File: config.mk
export PLATFORM = sky130hd
export DESIGN_NAME = circular_deque_top
export DESIGN_NICKNAME = d
export VERILOG_FILES = /design/src/rtl/cdq_pkg.sv /design/src/rtl/cdq_cell.sv /design/src/rtl/circular_deque_top.sv
export SDC_FILE = /design/constraint.sdc
export NUM_CORES = 1
export LEC_CHECK = 0
export BUFFER_PORTS_ARGS = -buffer_cell sky130_fd_sc_hd__buf_4
export CORE_UTILIZATION = 60
export CTS_CLUSTER_DIAMETER = 150
export DETAILED_ROUTE_END_ITERATION = 10
export GPL_TIMING_DRIVEN = 0
export PLACE_DENSITY_LB_ADDON = 0.3
export SLEW_MARGIN = 20
export SYNTH_ARGS = -nofsm -noshare
export SYNTH_HDL_FRONTEND = slang
export SYNTH_HIERARCHICAL = 1
export SYNTH_SLANG_ARGS = --single-unit
export TNS_END_PERCENT = 1
File: constraint.sdc
create_clock -name clk_i -period 19.1 [get_ports clk_i]
set_input_delay 2.865 -clock clk_i [delete_from_list [all_inputs] [get_ports clk_i]]
set_output_delay 2.865 -clock clk_i [all_outputs]
set_load 0.02 [all_outputs]
File: src/rtl/cdq_pkg.sv
// Package for the circular deque: item payload types, operation codes
// and the control bundle that the top level hands to every storage cell.
// No dependencies.
package cdq_pkg;

  localparam int unsigned VALUE_WIDTH = 32;
  localparam int unsigned KIND_WIDTH  = 3;
  localparam int unsigned CAP_WIDTH   = 5;

  typedef logic signed [VALUE_WIDTH-1:0] cdq_value_t;
  typedef logic [KIND_WIDTH-1:0]         cdq_kind_t;
  typedef logic [CAP_WIDTH-1:0]          cdq_cap_t;

  // Operation codes carried in the kind field
  localparam cdq_kind_t KIND_PUSH_FRONT = 3'd0;
  localparam cdq_kind_t KIND_PUSH_REAR  = 3'd1;
  localparam cdq_kind_t KIND_POP_FRONT  = 3'd2;
  localparam cdq_kind_t KIND_POP_REAR   = 3'd3;
  localparam cdq_kind_t KIND_PEEK       = 3'd4;

  localparam cdq_cap_t CAP_RESET = 5'd16;

  // Input item
  typedef struct packed {
    cdq_kind_t  kind;
    cdq_value_t value;
  } cdq_in_t;

  // Result item
  typedef struct packed {
    logic       ok;
    cdq_value_t front_value;
    cdq_value_t rear_value;
    logic       is_empty;
    logic       is_full;
  } cdq_out_t;

  // Per-cycle command broadcast to the row of cells
  typedef struct packed {
    logic       push_front;
    logic       pop_front;
    logic       push_rear;
    cdq_value_t value;
  } cdq_cell_ctrl_t;

endpackage

File: src/rtl/cdq_cell.sv
// One storage cell of the deque row: holds one entry and trades it with
// its neighbors on front pushes and pops. Depends on cdq_pkg.
module cdq_cell
  import cdq_pkg::*;
#(
  parameter int unsigned IDX = 0,
  parameter int unsigned CW  = 5
) (
  input  logic           clk_i,
  input  cdq_cell_ctrl_t ctrl_i,
  input  logic [CW-1:0]  wr_idx_i,
  input  logic [CW-1:0]  rear_idx_i,
  input  cdq_value_t     left_i,
  input  cdq_value_t     right_i,
  input  cdq_value_t     rear_i,
  output cdq_value_t     data_o,
  output cdq_value_t     rear_o
);

  localparam logic [CW-1:0] MyIdx = CW'(IDX);

  cdq_value_t data_q, data_d;

  // Pick the next entry: shift toward the rear, shift toward the front, or load
  always_comb begin
    data_d = data_q;
    if (ctrl_i.push_front) begin
      data_d = (IDX == 0) ? ctrl_i.value : left_i;
    end else if (ctrl_i.pop_front) begin
      data_d = right_i;
    end else if (ctrl_i.push_rear && (wr_idx_i == MyIdx)) begin
      data_d = ctrl_i.value;
    end
  end

  always_ff @(posedge clk_i) begin
    data_q <= data_d;
  end

  // Merge this entry into the rear read chain when it is the rear slot
  assign rear_o = rear_i | ((rear_idx_i == MyIdx) ? data_q : '0);
  assign data_o = data_q;

endmodule

File: src/rtl/circular_deque_top.sv
// Circular deque: bounded double-ended queue built as a row of cells with
// the front entry in cell 0. The result is valid in the cycle after the
// item is accepted. Throughput: one item per cycle, a new item is taken
// in the cycle its predecessor's result is taken; the rear read chain
// through all cells sets the cycle time. Reset clears count and handshake
// state and sets capacity to 16; cell contents are not reset.
module circular_deque_top
  import cdq_pkg::*;
#(
  parameter int unsigned MAX_CAPACITY = 16
) (
  input  logic     clk_i,
  input  logic     rst_ni,
  input  logic     cfg_we_i,
  input  cdq_cap_t cfg_wdata_i,
  input  logic     in_valid_i,
  output logic     in_ready_o,
  input  cdq_in_t  in_data_i,
  output logic     out_valid_o,
  input  logic     out_ready_i,
  output cdq_out_t out_data_o
);

  localparam int unsigned CW = $clog2(MAX_CAPACITY + 1);
  localparam int unsigned EW = (CW > CAP_WIDTH) ? CW : CAP_WIDTH;

  cdq_cap_t       cap_q;
  logic [CW-1:0]  count_q, count_d;
  logic           out_valid_q;
  logic           ok_q, ok_d;
  logic [CW-1:0]  cap_eff;
  logic [EW-1:0]  cap_ext;
  logic           full, empty, accept;
  logic [CW-1:0]  rear_idx;
  cdq_cell_ctrl_t ctrl;

  cdq_value_t cell_data [MAX_CAPACITY];
  cdq_value_t rear_chain [MAX_CAPACITY+1];

  // Clamp the capacity register into 1..MAX_CAPACITY
  assign cap_ext = EW'(cap_q);
  always_comb begin
    if (cap_q == '0) begin
      cap_eff = CW'(1);
    end else if (cap_ext > EW'(MAX_CAPACITY)) begin
      cap_eff = CW'(MAX_CAPACITY);
    end else begin
      cap_eff = CW'(cap_ext);
    end
  end

  assign full       = (count_q >= cap_eff);
  assign empty      = (count_q == '0);
  assign in_ready_o = !out_valid_q || out_ready_i;
  assign accept     = in_valid_i && in_ready_o;

  // Decode the operation into a cell command and the next count
  always_comb begin
    ctrl       = '0;
    ctrl.value = in_data_i.value;
    count_d    = count_q;
    ok_d       = 1'b0;
    case (in_data_i.kind)
      KIND_PUSH_FRONT: begin
        if (!full) begin
          ctrl.push_front = accept;
          count_d         = count_q + CW'(1);
          ok_d            = 1'b1;
        end
      end
      KIND_PUSH_REAR: begin
        if (!full) begin
          ctrl.push_rear = accept;
          count_d        = count_q + CW'(1);
          ok_d           = 1'b1;
        end
      end
      KIND_POP_FRONT: begin
        if (!empty) begin
          ctrl.pop_front = accept;
          count_d        = count_q - CW'(1);
          ok_d           = 1'b1;
        end
      end
      KIND_POP_REAR: begin
        if (!empty) begin
          count_d = count_q - CW'(1);
          ok_d    = 1'b1;
        end
      end
      KIND_PEEK: begin
        ok_d = !empty;
      end
      default: begin
        ok_d = 1'b0;
      end
    endcase
  end

  // Hold capacity, count and the pending result flag
  always_ff @(posedge clk_i or negedge rst_ni) begin
    if (!rst_ni) begin
      cap_q       <= CAP_RESET;
      count_q     <= '0;
      out_valid_q <= 1'b0;
      ok_q        <= 1'b0;
    end else begin
      if (cfg_we_i) begin
        cap_q   <= cfg_wdata_i;
        count_q <= '0;
      end else if (accept) begin
        count_q <= count_d;
      end
      if (accept) begin
        out_valid_q <= 1'b1;
        ok_q        <= ok_d;
      end else if (out_ready_i) begin
        out_valid_q <= 1'b0;
      end
    end
  end

  // Row of storage cells, front entry in cell 0
  assign rear_idx      = count_q - CW'(1);
  assign rear_chain[0] = '0;

  for (genvar i = 0; i < MAX_CAPACITY; i++) begin : g_cell
    cdq_value_t left_nb, right_nb;
    if (i == 0) begin : g_first
      assign left_nb = cell_data[0];
    end else begin : g_mid_l
      assign left_nb = cell_data[i-1];
    end
    if (i == MAX_CAPACITY - 1) begin : g_last
      assign right_nb = cell_data[i];
    end else begin : g_mid_r
      assign right_nb = cell_data[i+1];
    end
    cdq_cell #(
      .IDX (i),
      .CW  (CW)
    ) u_cell (
      .clk_i      (clk_i),
      .ctrl_i     (ctrl),
      .wr_idx_i   (count_q),
      .rear_idx_i (rear_idx),
      .left_i     (left_nb),
      .right_i    (right_nb),
      .rear_i     (rear_chain[i]),
      .data_o     (cell_data[i]),
      .rear_o     (rear_chain[i+1])
    );
  end

  // Report the deque as it stands after the last accepted item
  assign out_valid_o            = out_valid_q;
  assign out_data_o.ok          = ok_q;
  assign out_data_o.front_value = empty ? '1 : cell_data[0];
  assign out_data_o.rear_value  = empty ? '1 : rear_chain[MAX_CAPACITY];
  assign out_data_o.is_empty    = empty;
  assign out_data_o.is_full     = full;

endmodule
==> summary.txt <==
Clocking
  • Clk_lat worst skew: around 630 ps
  • Total CTS buffers: 57
  • Root buf cell: clkbuf_16
  • CTS tree: built
  • Post-CTS Setup Bufs: 0
  • CTS Sinks: about 520
  • Max Buffers Root-to-Sink: 3
  • Clock transition at path regs: roughly 60 ps
  • CTS Hold Bufs: 0
  • CTS H-tree lvls: 2
  • Resized Gates After CTS: 0

Floorplan
  • Rows: 90
  • Starting Density: approximately 61%
  • # IOs: ~110
  • Core ar.: 60800 µm²
  • Die area: ~63000 µm²
  • Die X: ~250 µm
  • Die Height: between 200 and 300 µm

Timing
  • Setup WS post-layout: 7730 ps
  • Final setup fails: 0
  • Worst Skew: approximately 11 ps
  • RSZ-0062 raised after global routing: false
  • Final hold vios: 0
  • Max Slew Vio Count: 0
  • Relative slew slack: between 20% and 30%
  • Post-Route Setup TNS: 0 ps
  • Period utilization: 59.5%
  • Min Tclk post-route: between 10000 and 15000 ps
  • Fmax: slightly below 90 MHz
  • Worst-margin pin slew: 1140 ps

Worst setup path
  • R2R depth: 12
  • WS Path Type: register to output port
  • Critical R2R Capture: g_cell[0].u_cell/data_o[27]
  • Critical Path End: out_data_o[25]
  • Required time worst endpoint: approximately 16000 ps
  • Crit end category: output port
  • R2R setup slack: 13050 ps
  • Max FO, Critical Path: 23
  • Worst r2r src: count_q[0]
  • Startpoint types: register
  • CP Launch Point: count_q[0]
  • Critical path arrival: roughly 8500 ps

Placed design
  • HPWL Detailed: about 80000 µm
  • GP Congestion: between 0.8 and 0.9
  • I/O Buffers: ~110
  • Post-Place Setup Slack: about 8600 ps

Yosys
  • Async SR Flop Fraction: ~2.3%
  • Top cells by count, synth: 516 x nand2b_1, 512 x edfxtp_1, 488 x nand2_1, 480 x mux2i_1, 329 x o21bai_2
  • Most used DFF post-synth: edfxtp_1
  • Synth cell types: between 50 and 60
  • Sequential area share after synthesis: ~42%
  • Post-synth top area share: 41.4%
  • Synthesized area: 37100 µm²
  • Yosys reg bits: around 520
  • Top cells by area, synth: edfxtp_1 41%, mux2i_1 13%, o21bai_2 10%, nand2b_1 8.7%, nand2_1 4.9%
  • Most instantiated library cell after synthesis: nand2b_1
  • Synth warnings: 6
  • Synth area leader: edfxtp_1
  • Avg Inst Size Synth: 10.6 µm²
  • Mapped Cells: between 3000 and 4000
  • Post-synth EDFFs: between 500 and 600

Route
  • Metal1 wirelength: around 40000 µm
  • DR iter-0 viols: 2091
  • Vias per inst: between 5 and 6
  • # DRC: 0
  • Top sig layer: met4
  • Routed wl met2: 47000 µm
  • Initial DRT Pass Iterations: 6
  • DRT Wirelength: just under 100000 µm
  • Per-cell routed wire length: between 20 and 25 µm
  • Vias after detailed routing: between 20000 and 30000
  • Number of antenna-violating nets in the routed design: 0
  • Wire length on met3: around 6200 µm

Layout
  • Share of layout cells above drive strength 1: 23.1%
  • Nets@finish: between 3000 and 4000
  • Fill cells: roughly 4800
  • Layout area overhead: 11.3%

Job
  • Number of max-cap violations: 0

Min path
  • Min-delay src: ok_q
  • Hold Crit Class: register to register

Pwr
  • P_leak: between 10 and 15 nW
  • Max rail drop VDD: approximately 0.070 mV
  • Power Density: about 74 nW/µm²

Global routing
  • All-Layer GR Usage: a little under a third
  • Grt ovf: 0
  • Initial antenna violation count: 2
  • First-pass GRT wire length: roughly 150000 µm
  • Pin count of the biggest net entering global routing: 33
  • Vias in the first global route: 26167

Outcome
  • Outcome: finished, final reports clean
==> worst min path at each step <==
| stage | endpoint | depth (start not counted) |
|---|---|---|
| after floorplan | ok_q | 2 |
| after global placement | ok_q | 2 |
| after detailed placement | ok_q | 2 |
| after CTS | ok_q | 2 |
| after global routing | ok_q | 2 |
| final | ok_q | 2 |
==> registers in the layout (all words and copies together) (netlist names) <==
| register | count |
|---|---|
| g_cell.u_cell/data_o | 512 |
| cap_ext | 5 |
| count_q | 5 |
| ok_q | 1 |
| out_valid_o | 1 |
==> worst max-delay path: stages (launching register included) <==
cell and delay, ps:
dfrtp_1 800, inv_1 1040, ha_1 400, nor3b_1 580, xor2_4 610, buf_16 250
buf_16 180, buf_16 180, clkbuf_1 360, nand2b_1 180, o21bai_2 60, o21bai_2 180
o21bai_2 190, o21bai_2 190, o21bai_2 190, o21bai_2 190, o21bai_2 200, o21bai_1 150
o21bai_2 180, o21bai_2 200, o21bai_2 210, o21bai_1 150, o21bai_2 190, o21bai_1 180
o21bai_1 170, o21bai_1 150, or2_2 290, buf_4 160
==> routing by layer <==
metal | vias up | GRT usage [%]
met5 | - | 0
met3 | 157 | 3.27
met2 | 1042 | 52.6
met1 | 12505 | 40.8
li1 | 12956 | -
met4 | 0 | 11.6
==> cell families (layout without fill, tap and decap cells) <==
family / after synthesis / in the layout / synth area share (%)
xor+xnor: 5 / 5 / 0.118
other cells: 1 / 34 / 0.0101
compound gates: 1027 / 1027 / 20.9
buf+inv: 302 / 540 / 6.18
mux: 518 / 518 / 14.1
simple gates: 1130 / 1130 / 16.2
fa+ha+maj: 8 / 8 / 0.270
flops: 524 / 524 / 42.2
==> placed cells by master (no fill, tap or decap), drive strengths merged, types with 15 or more instances in the layout <==
cell type    n
mux2        37
buf        312
inv         15
clkbuf     172
nand2b     517
o21ai      487
o21bai     513
nand2      488
edfxtp     512
or2         66
mux2i      481
clkinv      35
conb        32
==> final cells by class <==
cell class                 count  area, µm²  share of cell area [%]
multi-input combinational   2720      19400                    46.9
sequential                   524      15700                    37.9
buffer                       288       2240                    5.42
clock buffer                  66       1500                    3.64
timing repair buffer         130       1140                    2.77
tap                          782        978                    2.37
clock inverter                42        350                   0.848
inverter                      14       52.6                   0.127
antenna                        2       5.00                  0.0121
==> power by group <==
part | internal [W] | total [W] | switching [W]
logic | 0.000276 | 0.000605 | 0.000329
registers | 0.00131 | 0.00134 | 0.0000304
clock network | 0.000641 | 0.00112 | 0.000474
==> through the flow <==
step	hold slack [ps]	util, %	power (W)	cell area, µm²	std cells
6_report	503	68.0	0.00306	41300	4568
3_5_place_dp	489	64.9	0.00196	39500	4458
2_1_floorplan	462	-	0.00177	37300	3546
3_3_place_gp	494	64.3	0.00194	39100	4441
5_1_grt	558	68.0	0.00316	41300	4568
4_1_cts	503	68.0	0.00306	41300	4566
Power figures use the tool's default switching activity.
